$ cat src/sv/circle_span_rasterizer_core_assert.svh
// assertion macros for the circle span rasteriser
`ifndef CIRCLE_SPAN_RASTERIZER_CORE_ASSERT_SVH
`define CIRCLE_SPAN_RASTERIZER_CORE_ASSERT_SVH

`ifndef SYNTH
`define CSR_ASSERT(lbl, prop) \
  lbl: assert property (@(posedge clk_i) disable iff (!rst_ni) prop) \
    else $error("circle span rasteriser: property failed");
`define CSR_ASSERT_NEVER(lbl, cond) \
  lbl: assert property (@(posedge clk_i) disable iff (!rst_ni) !(cond)) \
    else $error("circle span rasteriser: forbidden condition");
`else
`define CSR_ASSERT(lbl, prop)
`define CSR_ASSERT_NEVER(lbl, cond)
`endif

`endif

$ cat src/sv/csrast_pkg.sv
`timescale 1ns / 1ps

package csrast_pkg;

  localparam int unsigned RADIUS_W = 10;
  localparam int unsigned SQ_W     = 20;
  localparam int unsigned LEN_W    = 11;
  localparam int unsigned PC_W     = 4;

  // input command and drawing mode codes
  localparam logic CMD_START    = 1'b0;
  localparam logic CMD_NEXT_ROW = 1'b1;
  localparam logic MODE_RING    = 1'b0;
  localparam logic MODE_DISK    = 1'b1;

  typedef enum logic [2:0] {
    OP_NOP,
    OP_MUL_R,
    OP_MUL_RI,
    OP_IM2,
    OP_WALK_O,
    OP_WALK_I,
    OP_EMIT,
    OP_ADV
  } op_e;

  typedef enum logic [2:0] {
    C_NEXT,
    C_JUMP,
    C_BAD,
    C_WALK_O,
    C_WALK_I,
    C_DISK,
    C_EMPTY,
    C_ROW0
  } cond_e;

  typedef enum logic [3:0] {
    EM_NONE,
    EM_Q0,
    EM_Q1,
    EM_Q2,
    EM_Q3,
    EM_DP,
    EM_DM,
    EM_NULL_ROW,
    EM_NULL_FIN
  } emit_e;

  typedef struct packed {
    op_e              op;
    cond_e            cond;
    logic [PC_W-1:0]  target;
    emit_e            emit;
    logic             last;
    logic             stop;
  } ucode_t;

  // program entry points and jump targets
  localparam logic [PC_W-1:0] PC_START    = 4'd0;
  localparam logic [PC_W-1:0] PC_ROW      = 4'd3;
  localparam logic [PC_W-1:0] PC_WALK_I   = 4'd5;
  localparam logic [PC_W-1:0] PC_DISK     = 4'd11;
  localparam logic [PC_W-1:0] PC_ADV      = 4'd13;
  localparam logic [PC_W-1:0] PC_NULL_FIN = 4'd14;
  localparam logic [PC_W-1:0] PC_NULL_ROW = 4'd15;

  function automatic ucode_t uword(input op_e op, input cond_e cond,
                                   input logic [PC_W-1:0] target, input emit_e emit,
                                   input logic last, input logic stop);
    ucode_t w;
    w.op     = op;
    w.cond   = cond;
    w.target = target;
    w.emit   = emit;
    w.last   = last;
    w.stop   = stop;
    return w;
  endfunction

  function automatic ucode_t ucode_rom(input logic [PC_W-1:0] pc);
    ucode_t w;
    unique case (pc)
      4'd0:  w = uword(OP_MUL_R,  C_BAD,    PC_NULL_FIN, EM_NONE,     1'b0, 1'b0);
      4'd1:  w = uword(OP_MUL_RI, C_NEXT,   PC_START,    EM_NONE,     1'b0, 1'b0);
      4'd2:  w = uword(OP_IM2,    C_NEXT,   PC_START,    EM_NONE,     1'b0, 1'b0);
      4'd3:  w = uword(OP_WALK_O, C_WALK_O, PC_ROW,      EM_NONE,     1'b0, 1'b0);
      4'd4:  w = uword(OP_NOP,    C_DISK,   PC_DISK,     EM_NONE,     1'b0, 1'b0);
      4'd5:  w = uword(OP_WALK_I, C_WALK_I, PC_WALK_I,   EM_NONE,     1'b0, 1'b0);
      4'd6:  w = uword(OP_NOP,    C_EMPTY,  PC_NULL_ROW, EM_NONE,     1'b0, 1'b0);
      4'd7:  w = uword(OP_EMIT,   C_NEXT,   PC_START,    EM_Q0,       1'b0, 1'b0);
      4'd8:  w = uword(OP_EMIT,   C_NEXT,   PC_START,    EM_Q1,       1'b0, 1'b0);
      4'd9:  w = uword(OP_EMIT,   C_NEXT,   PC_START,    EM_Q2,       1'b0, 1'b0);
      4'd10: w = uword(OP_EMIT,   C_JUMP,   PC_ADV,      EM_Q3,       1'b1, 1'b0);
      4'd11: w = uword(OP_EMIT,   C_ROW0,   PC_ADV,      EM_DP,       1'b0, 1'b0);
      4'd12: w = uword(OP_EMIT,   C_NEXT,   PC_START,    EM_DM,       1'b1, 1'b0);
      4'd13: w = uword(OP_ADV,    C_NEXT,   PC_START,    EM_NONE,     1'b0, 1'b1);
      4'd14: w = uword(OP_EMIT,   C_NEXT,   PC_START,    EM_NULL_FIN, 1'b1, 1'b1);
      4'd15: w = uword(OP_EMIT,   C_JUMP,   PC_ADV,      EM_NULL_ROW, 1'b1, 1'b0);
      default: w = uword(OP_NOP,  C_NEXT,   PC_START,    EM_NONE,     1'b0, 1'b1);
    endcase
    return w;
  endfunction

endpackage

$ cat src/sv/circle_span_rasterizer_core.sv
`timescale 1ns / 1ps
// circle span rasteriser
// input stream: tuser is the command (0 start a circle and draw row 0, 1 draw the next row);
// tdata carries center_x, center_y, radius, thickness, fill_mode and ink_in from bit 0 up.
// output stream: one transfer per span, tdata holds span_x, span_y, span_len, ink_out,
// tuser holds has_span and finished, tlast marks the final span of an input item.
// an input item gives one to four output transfers; a row of a ring gives four spans (or one
// transfer with has_span low where the outer edge lies inside the inner edge), a row of a disk
// one or two, a bad start or a next-row command with no circle one transfer with has_span low.
// one item at a time runs through a 16-step microprogram. a start runs its setup (two
// squarings on the shared multiplier, then the inner-edge square step) before its row. a row
// walks the outer edge in, then for a ring the inner edge, emits its spans one by one and
// advances the row, and the input is ready again the cycle after the last step. a bad start
// or a next-row command with no circle registers its single transfer from the null-finish step.
// tready is low while the program runs; a span waits in the output register while the
// receiver stalls and the program holds on its emit step. the next item is taken as
// soon as the program ends, even while the last span is still waiting.
// reset clears the program counter, the output register and every circle register.
module circle_span_rasterizer_core
  import csrast_pkg::*;
#(
  parameter int unsigned COORD_BITS = 11
) (
  input  logic                                     clk_i,
  input  logic                                     rst_ni,
  input  logic                                     s_axis_tvalid_i,
  output logic                                     s_axis_tready_o,
  // center_x, center_y, radius, thickness, fill_mode, ink_in, zero pad
  input  logic [((2*COORD_BITS+22)+7)/8*8-1:0]     s_axis_tdata_i,
  // cmd
  input  logic                                     s_axis_tuser_i,
  output logic                                     m_axis_tvalid_o,
  input  logic                                     m_axis_tready_i,
  // span_x, span_y, span_len, ink_out, zero pad
  output logic [((2*COORD_BITS+15)+7)/8*8-1:0]     m_axis_tdata_o,
  // has_span, finished
  output logic [1:0]                               m_axis_tuser_o,
  output logic                                     m_axis_tlast_o
);

  localparam int unsigned CB     = COORD_BITS;
  localparam int unsigned OUT_DW = ((2*CB+15)+7)/8*8;
  localparam int unsigned XW     = CB + 1;
  localparam int unsigned YW     = CB + 2;
  localparam int unsigned EW     = ((CB > RADIUS_W) ? CB : RADIUS_W) + 2;

  // input fields
  logic                in_cmd;
  logic [CB-1:0]       in_cx;
  logic [CB-1:0]       in_cy;
  logic [RADIUS_W-1:0] in_r;
  logic [RADIUS_W-1:0] in_t;
  logic                in_mode;
  logic                in_ink;
  logic [RADIUS_W-1:0] in_ri;
  logic                in_accept;

  assign in_cmd  = s_axis_tuser_i;
  assign in_cx   = s_axis_tdata_i[CB-1:0];
  assign in_cy   = s_axis_tdata_i[2*CB-1:CB];
  assign in_r    = s_axis_tdata_i[2*CB+9:2*CB];
  assign in_t    = s_axis_tdata_i[2*CB+19:2*CB+10];
  assign in_mode = s_axis_tdata_i[2*CB+20];
  assign in_ink  = s_axis_tdata_i[2*CB+21];
  assign in_ri   = in_r - ((in_t < in_r) ? in_t : in_r);

  // sequencer
  logic            run_q, run_d;
  logic [PC_W-1:0] pc_q, pc_d;
  ucode_t          uc;

  // circle state
  logic [RADIUS_W-1:0] row_q, row_d;
  logic [SQ_W-1:0]     d2_q, d2_d;
  logic [RADIUS_W-1:0] outer_q, outer_d;
  logic [RADIUS_W-1:0] inner_q, inner_d;
  logic [SQ_W-1:0]     ox2_q, ox2_d;
  logic [SQ_W-1:0]     im2_q, im2_d;
  logic [SQ_W-1:0]     osq_q, osq_d;
  logic [SQ_W-1:0]     isq_q, isq_d;
  logic [CB-1:0]       cx_q, cx_d;
  logic [CB-1:0]       cy_q, cy_d;
  logic [RADIUS_W-1:0] radius_q, radius_d;
  logic                mode_q, mode_d;
  logic                ink_q, ink_d;
  logic                busy_q, busy_d;

  // output register
  logic             mval_q, mval_d;
  logic [XW-1:0]    ox_q, ox_d;
  logic [YW-1:0]    oy_q, oy_d;
  logic [LEN_W-1:0] olen_q, olen_d;
  logic             oink_q, oink_d;
  logic             ohas_q, ohas_d;
  logic             olast_q, olast_d;
  logic             ofin_q, ofin_d;

  // datapath
  logic [SQ_W:0]       sum_o, sum_i;
  logic                walk_o, walk_i, fin_row, cond_ok, slot_free, stall, step;
  logic [RADIUS_W-1:0] mul_a;
  logic [SQ_W-1:0]     prod;
  logic [EW-1:0]       cx_e, cy_e, d_e, xo_e, xi_e;
  logic [EW-1:0]       x_pi, x_mo, y_p, y_m;
  logic [LEN_W-1:0]    ring_len, disk_len;
  logic [EW-1:0]       em_x, em_y;
  logic [LEN_W-1:0]    em_len;
  logic                em_has, em_fin, em_last;

  assign uc        = ucode_rom(pc_q);
  assign in_accept = s_axis_tvalid_i && s_axis_tready_o;
  assign s_axis_tready_o = !run_q;

  assign sum_o   = {1'b0, ox2_q} + {1'b0, d2_q};
  assign sum_i   = {1'b0, im2_q} + {1'b0, d2_q};
  assign walk_o  = (outer_q != '0) && (sum_o > {1'b0, osq_q});
  assign walk_i  = (inner_q != '0) && (sum_i >= {1'b0, isq_q});
  assign fin_row = row_q >= radius_q;

  assign mul_a = (uc.op == OP_MUL_RI) ? inner_q : radius_q;
  assign prod  = SQ_W'(mul_a) * SQ_W'(mul_a);

  assign cx_e = EW'(cx_q);
  assign cy_e = EW'(cy_q);
  assign d_e  = EW'(row_q);
  assign xo_e = EW'(outer_q);
  assign xi_e = EW'(inner_q);
  assign x_pi = cx_e + xi_e;
  assign x_mo = cx_e - xo_e;
  assign y_p  = cy_e + d_e;
  assign y_m  = cy_e - d_e;
  assign ring_len = LEN_W'(outer_q - inner_q) + LEN_W'(1);
  assign disk_len = {outer_q, 1'b1};

  assign slot_free = !mval_q || m_axis_tready_i;
  assign stall     = (uc.op == OP_EMIT) && !slot_free;
  assign step      = run_q && !stall;

  always_comb begin
    unique case (uc.cond)
      C_NEXT:   cond_ok = 1'b0;
      C_JUMP:   cond_ok = 1'b1;
      C_BAD:    cond_ok = !busy_q;
      C_WALK_O: cond_ok = walk_o;
      C_WALK_I: cond_ok = walk_i;
      C_DISK:   cond_ok = mode_q == MODE_DISK;
      C_EMPTY:  cond_ok = outer_q < inner_q;
      C_ROW0:   cond_ok = row_q == '0;
      default:  cond_ok = 1'b0;
    endcase
  end

  // span selection for the emit steps
  always_comb begin
    em_x   = '0;
    em_y   = '0;
    em_len = '0;
    em_has = 1'b1;
    em_fin = fin_row;
    unique case (uc.emit)
      EM_Q0: begin
        em_x = x_pi; em_y = y_p; em_len = ring_len;
      end
      EM_Q1: begin
        em_x = x_mo; em_y = y_p; em_len = ring_len;
      end
      EM_Q2: begin
        em_x = x_pi; em_y = y_m; em_len = ring_len;
      end
      EM_Q3: begin
        em_x = x_mo; em_y = y_m; em_len = ring_len;
      end
      EM_DP: begin
        em_x = x_mo; em_y = y_p; em_len = disk_len;
      end
      EM_DM: begin
        em_x = x_mo; em_y = y_m; em_len = disk_len;
      end
      EM_NULL_ROW: em_has = 1'b0;
      EM_NULL_FIN: begin
        em_has = 1'b0;
        em_fin = 1'b1;
      end
      default: em_has = 1'b0;
    endcase
    // row zero of a disk has a single span
    em_last = uc.last || ((uc.emit == EM_DP) && (row_q == '0));
  end

  // next state
  always_comb begin
    run_d    = run_q;
    pc_d     = pc_q;
    row_d    = row_q;
    d2_d     = d2_q;
    outer_d  = outer_q;
    inner_d  = inner_q;
    ox2_d    = ox2_q;
    im2_d    = im2_q;
    osq_d    = osq_q;
    isq_d    = isq_q;
    cx_d     = cx_q;
    cy_d     = cy_q;
    radius_d = radius_q;
    mode_d   = mode_q;
    ink_d    = ink_q;
    busy_d   = busy_q;
    mval_d   = mval_q && !m_axis_tready_i;
    ox_d     = ox_q;
    oy_d     = oy_q;
    olen_d   = olen_q;
    oink_d   = oink_q;
    ohas_d   = ohas_q;
    olast_d  = olast_q;
    ofin_d   = ofin_q;

    if (in_accept) begin
      run_d = 1'b1;
      if (in_cmd == CMD_START) begin
        pc_d     = PC_START;
        cx_d     = in_cx;
        cy_d     = in_cy;
        radius_d = in_r;
        mode_d   = in_mode;
        ink_d    = in_ink;
        row_d    = '0;
        d2_d     = '0;
        outer_d  = in_r;
        inner_d  = in_ri;
        busy_d   = !((in_r == '0) || ((in_mode == MODE_RING) && (in_t == '0)));
      end else begin
        pc_d = busy_q ? PC_ROW : PC_NULL_FIN;
      end
    end else if (step) begin
      pc_d = cond_ok ? uc.target : pc_q + PC_W'(1);
      if (uc.stop) begin
        run_d = 1'b0;
      end
      unique case (uc.op)
        OP_MUL_R: begin
          osq_d = prod;
          ox2_d = prod;
        end
        OP_MUL_RI: isq_d = prod;
        OP_IM2:    im2_d = isq_q - SQ_W'({inner_q, 1'b0}) + SQ_W'(1);
        OP_WALK_O: begin
          if (walk_o) begin
            // (x-1)^2 = x^2 - 2x + 1
            outer_d = outer_q - RADIUS_W'(1);
            ox2_d   = ox2_q - SQ_W'({outer_q, 1'b0}) + SQ_W'(1);
          end
        end
        OP_WALK_I: begin
          if (walk_i) begin
            // im2 holds (x-1)^2, step to (x-2)^2
            inner_d = inner_q - RADIUS_W'(1);
            im2_d   = im2_q - SQ_W'({inner_q, 1'b0}) + SQ_W'(3);
          end
        end
        OP_EMIT: begin
          mval_d  = 1'b1;
          ox_d    = em_x[XW-1:0];
          oy_d    = em_y[YW-1:0];
          olen_d  = em_len;
          oink_d  = ink_q;
          ohas_d  = em_has;
          olast_d = em_last;
          ofin_d  = em_fin;
        end
        OP_ADV: begin
          if (fin_row) begin
            busy_d = 1'b0;
          end else begin
            row_d = row_q + RADIUS_W'(1);
            d2_d  = d2_q + SQ_W'({row_q, 1'b1});
          end
        end
        default: ;
      endcase
    end
  end

  always_ff @(posedge clk_i or negedge rst_ni) begin
    if (!rst_ni) begin
      run_q    <= 1'b0;
      pc_q     <= PC_START;
      row_q    <= '0;
      d2_q     <= '0;
      outer_q  <= '0;
      inner_q  <= '0;
      ox2_q    <= '0;
      im2_q    <= '0;
      osq_q    <= '0;
      isq_q    <= '0;
      cx_q     <= '0;
      cy_q     <= '0;
      radius_q <= '0;
      mode_q   <= 1'b0;
      ink_q    <= 1'b0;
      busy_q   <= 1'b0;
      mval_q   <= 1'b0;
      ox_q     <= '0;
      oy_q     <= '0;
      olen_q   <= '0;
      oink_q   <= 1'b0;
      ohas_q   <= 1'b0;
      olast_q  <= 1'b0;
      ofin_q   <= 1'b0;
    end else begin
      run_q    <= run_d;
      pc_q     <= pc_d;
      row_q    <= row_d;
      d2_q     <= d2_d;
      outer_q  <= outer_d;
      inner_q  <= inner_d;
      ox2_q    <= ox2_d;
      im2_q    <= im2_d;
      osq_q    <= osq_d;
      isq_q    <= isq_d;
      cx_q     <= cx_d;
      cy_q     <= cy_d;
      radius_q <= radius_d;
      mode_q   <= mode_d;
      ink_q    <= ink_d;
      busy_q   <= busy_d;
      mval_q   <= mval_d;
      ox_q     <= ox_d;
      oy_q     <= oy_d;
      olen_q   <= olen_d;
      oink_q   <= oink_d;
      ohas_q   <= ohas_d;
      olast_q  <= olast_d;
      ofin_q   <= ofin_d;
    end
  end

  assign m_axis_tvalid_o = mval_q;
  assign m_axis_tdata_o  = OUT_DW'({oink_q, olen_q, oy_q, ox_q});
  assign m_axis_tuser_o  = {ofin_q, ohas_q};
  assign m_axis_tlast_o  = olast_q;

`include "circle_span_rasterizer_core_assert.svh"

  `CSR_ASSERT(a_outer_in_radius, busy_q |-> (outer_q <= radius_q))
  `CSR_ASSERT(a_inner_in_radius, busy_q |-> (inner_q <= radius_q))
  `CSR_ASSERT(a_row_in_radius, busy_q |-> (row_q <= radius_q))
  `CSR_ASSERT(a_outer_sq_track, (busy_q && run_q && (pc_q >= PC_ROW)) |-> (ox2_q == (SQ_W'(outer_q) * SQ_W'(outer_q))))
  `CSR_ASSERT_NEVER(a_null_not_last, mval_q && !olast_q && !ohas_q)

endmodule

$ cat config.mk
export PLATFORM = sky130hd
export DESIGN_NAME = circle_span_rasterizer_core
export DESIGN_NICKNAME = d
export VERILOG_FILES = /design/src/sv/csrast_pkg.sv /design/src/sv/circle_span_rasterizer_core.sv
export VERILOG_INCLUDE_DIRS = /design/src /design/src/sv
export SDC_FILE = /design/constraint.sdc
export NUM_CORES = 1
export LEC_CHECK = 0
export BUFFER_PORTS_ARGS = -buffer_cell sky130_fd_sc_hd__buf_2
export CAP_MARGIN = 20
export CORE_ASPECT_RATIO = 1.25
export CORE_MARGIN = 8
export CORE_UTILIZATION = 69
export DETAILED_ROUTE_END_ITERATION = 6
export PLACE_DENSITY = 0.9
export SYNTH_ARGS = -nofsm -noshare
export SYNTH_HDL_FRONTEND = slang
export SYNTH_SLANG_ARGS = --single-unit
$ cat constraint.sdc
create_clock -name clk_i -period 11.4 [get_ports clk_i]
set_input_delay 2.28 -clock clk_i [delete_from_list [all_inputs] [get_ports clk_i]]
set_output_delay 2.28 -clock clk_i [all_outputs]
set_load 0.05 [all_outputs]
==> flow_summary.yaml <==
timing:
  tightestPinTransition_ns: 1.12
  min_period_over_period_pct: 72.8
  skew_ns: 0.0136
  fin_crit_ns: 8.30
  finalSetupViolations: 0
  finalMaxSlewViolations: 0
  timing.fmax_mhz: 120
  rsz0062_at_grt: "false"
  hold_violations: 0
  slew-limit-headroom_pct: 25.0
  fin_setup_tns_ns: 0
worst_setup_path:
  crit_family: "adder cells"
  crit_fanout: 25
  cp_common_cell: "fa_1"
  path_class: "reg -> reg"
  crit_cells: 26
  crit_path_top_delay_cell: "dfrtp_1"
  crit_buf_inv: 5
  end_kind: "register"
  start_kind: "register"
  cp.arrival_ns: 8.74
  rr_worst_depth: 26
  worst_path_largest_cell_delay_ns: 0.68
  required_ns: 11.84
grt:
  use_met1_pct: 36.0
  use_met3_pct: 6.48
  grt_busiest_layer: "met2"
  gr-total-overflow: 0
  grt_first_pass_wirelength_um: 98000
  use_met2_pct: 56.5
  grt_pass1_vias: 19620
  antenna_found_initial: 0
  grt_max_degree: 79
  grt_use_total_pct: 32.6
synth:
  synth_edf_count: 0
  synth-seq-cells: 209
  synth.avg_cell_area_um2: 8.30
  synth.most_common_cell: "ha_1"
  syn_inst: 2569
  yosysTopAreaCell: "dfrtp_1"
  async_reset_ff_share_pct: 100
  synthTopCellsByCount: "ha_1, nand2_1, inv_1"
  syn_area_mm2: 0.0213
  synth_top_flop_cell: "dfrtp_1"
  yosysTopAreaCellShare_pct: 24.5
  synth_area_leaders: "dfrtp_1, ha_1, fa_1, nand2_1, xnor2_1"
  synth_cell_type_count: 87
  ys.warnings.count: 0
  ys_seq_area_share_pct: 24.5
layout:
  drive_gt1_share_pct: 7.66
  diodes: 0
  final_nets: 3042
  syn_to_final_growth_pct: 7.32
  fillerInstances: 2255
outcome:
  status: "complete, no violations"
cts:
  tritoncts: "yes"
  htree_levels: 1
  root_buffer: "clkbuf_16"
  postCtsHoldBufs: 0
  ctsLongestPathBuffers: 3
  clk_pin_slew_ns: 0.07
  numCtsBuffers: 24
  cts_num_sinks: 209
  cts-resized-gates: 0
  cts_setup_buffers: 0
  clock_latency_ns: 0.53
placed_design:
  numPortBuffers: 90
  gp_congestion: 0.959
  dp_hpwl_um: 45900
floorplan:
  rows: 72
  die_width_um: 173
  die_y_um: 213
  die_area_mm2: 0.0368
  coreArea_mm2: 0.0307
  start_util_pct: 69.4
  io_pins: 98
routing:
  vias_per_cell: 6.37
  vias: 19372
  drt_wl_total_um: 60800
  drt-initial-drc-count: 1453
  wl_per_cell_um: 20.0
  postRouteAntennaNets: 0
  dr.pass1.iters: 5
  drc_errors: 0
min_path:
  whs_path_depth: 2
  min_path_type: "reg -> reg"
run:
  maxCapViolations: 0
-- kinds of logic (layout without fill, tap and decap cells) --
logic type,Yosys count,after routing,synth area share [%]
multiplexers,39,39,1.92
flip-flops,209,209,24.5
AO/OA/AOI/OAI,716,716,20.8
other,1,3,0.0176
adder cells (fa/ha/maj),371,371,24.0
XOR/XNOR,154,154,6.33
buffers and inverters,326,391,6.07
AND/OR/NAND/NOR,753,753,16.3
-- flip-flops by register name (all words and copies together) (netlist names), 4 cells and up --
| name | cells |
|---|---|
| outer_q | 10 |
| isq_q | 19 |
| row_q | 10 |
| cy_q | 11 |
| d2_q | 20 |
| inner_q | 10 |
| radius_q | 10 |
| pc_q | 4 |
| im2_q | 20 |
| oy_q | 13 |
| ox_q | 12 |
| ox2_q | 20 |
| cx_q | 11 |
| olen_q | 11 |
| osq_q | 19 |
-- area by class of cell --
| class | count | area, µm² | area share (%) |
|---|---|---|---|
| multi-input cells | 2036 | 14800 | 64.8 |
| flip-flops and latches | 209 | 5230 | 22.9 |
| inverters | 239 | 897 | 3.92 |
| clock buffers | 27 | 653 | 2.85 |
| repair buffers | 108 | 614 | 2.68 |
| well taps | 407 | 509 | 2.23 |
| clock inverters | 17 | 153 | 0.667 |
-- stage by stage --
step / hold slack [ns] / instances / utilization (%) / worst slack (ns) / instance area, µm²
3_3_place_gp: 0.454 / 2998 / 71.8 / 3.36 / 22100
6_report: 0.472 / 3043 / 74.5 / 3.10 / 22900
4_1_cts: 0.479 / 3042 / 74.4 / 3.19 / 22900
3_5_place_dp: 0.465 / 2998 / 71.8 / 3.25 / 22100
5_1_grt: 0.491 / 3043 / 74.5 / 2.32 / 22900
2_1_floorplan: 0.442 / 2571 / - / 4.45 / 21300
-- final timing paths --
kind	from	slack, ns	to
max	pc_q[0]	3.10	ox2_q[17]
min	olen_q[3]	0.47	olen_q[3]
max reg2reg	pc_q[0]	3.10	ox2_q[17]
min reg2reg	olen_q[3]	0.47	olen_q[3]
max in group asynchronous	rst_ni	8.33	im2_q[6]
min in group asynchronous	rst_ni	1.70	outer_q[7]
-- worst min-delay path, cell delays in order, from the launching register on --
cell	delay, ns
dfrtp_1	0.33
nand2_1	0.04
o21ai_0	0.06
-- cells in the final DEF, fill, tap and decap left out, types with 15 or more instances in the layout --
master	count
ha_1	309
nand2_1	293
inv_1	236
dfrtp_1	209
nor2_1	184
a21oi_1	179
o21ai_0	166
xnor2_1	111
buf_2	89
o21ai_1	71
fa_1	62
a21o_1	53
nor3_1	52
nand3_1	48
xor2_1	43
a211oi_1	35
o21a_1	29
nand2b_1	28
a31oi_1	27
nor2b_1	25
clkbuf_16	25
mux2i_1	23
o21bai_1	20
nand4_1	19
nor4_1	17
buf_4	17
or3_1	16
mux2_2	15
a22oi_1	15
-- metal layers --
| layer | routed length, µm | up-vias |
|---|---|---|
| li1 | - | 9129 |
| met5 | 0 | - |
| met3 | 4650 | 268 |
| met1 | 22700 | 9168 |
| met4 | 4500 | 0 |
| met2 | 29000 | 807 |
Power is not shown: default switching activity piles up to over one toggle a cycle in this logic, so the estimate is an artifact.
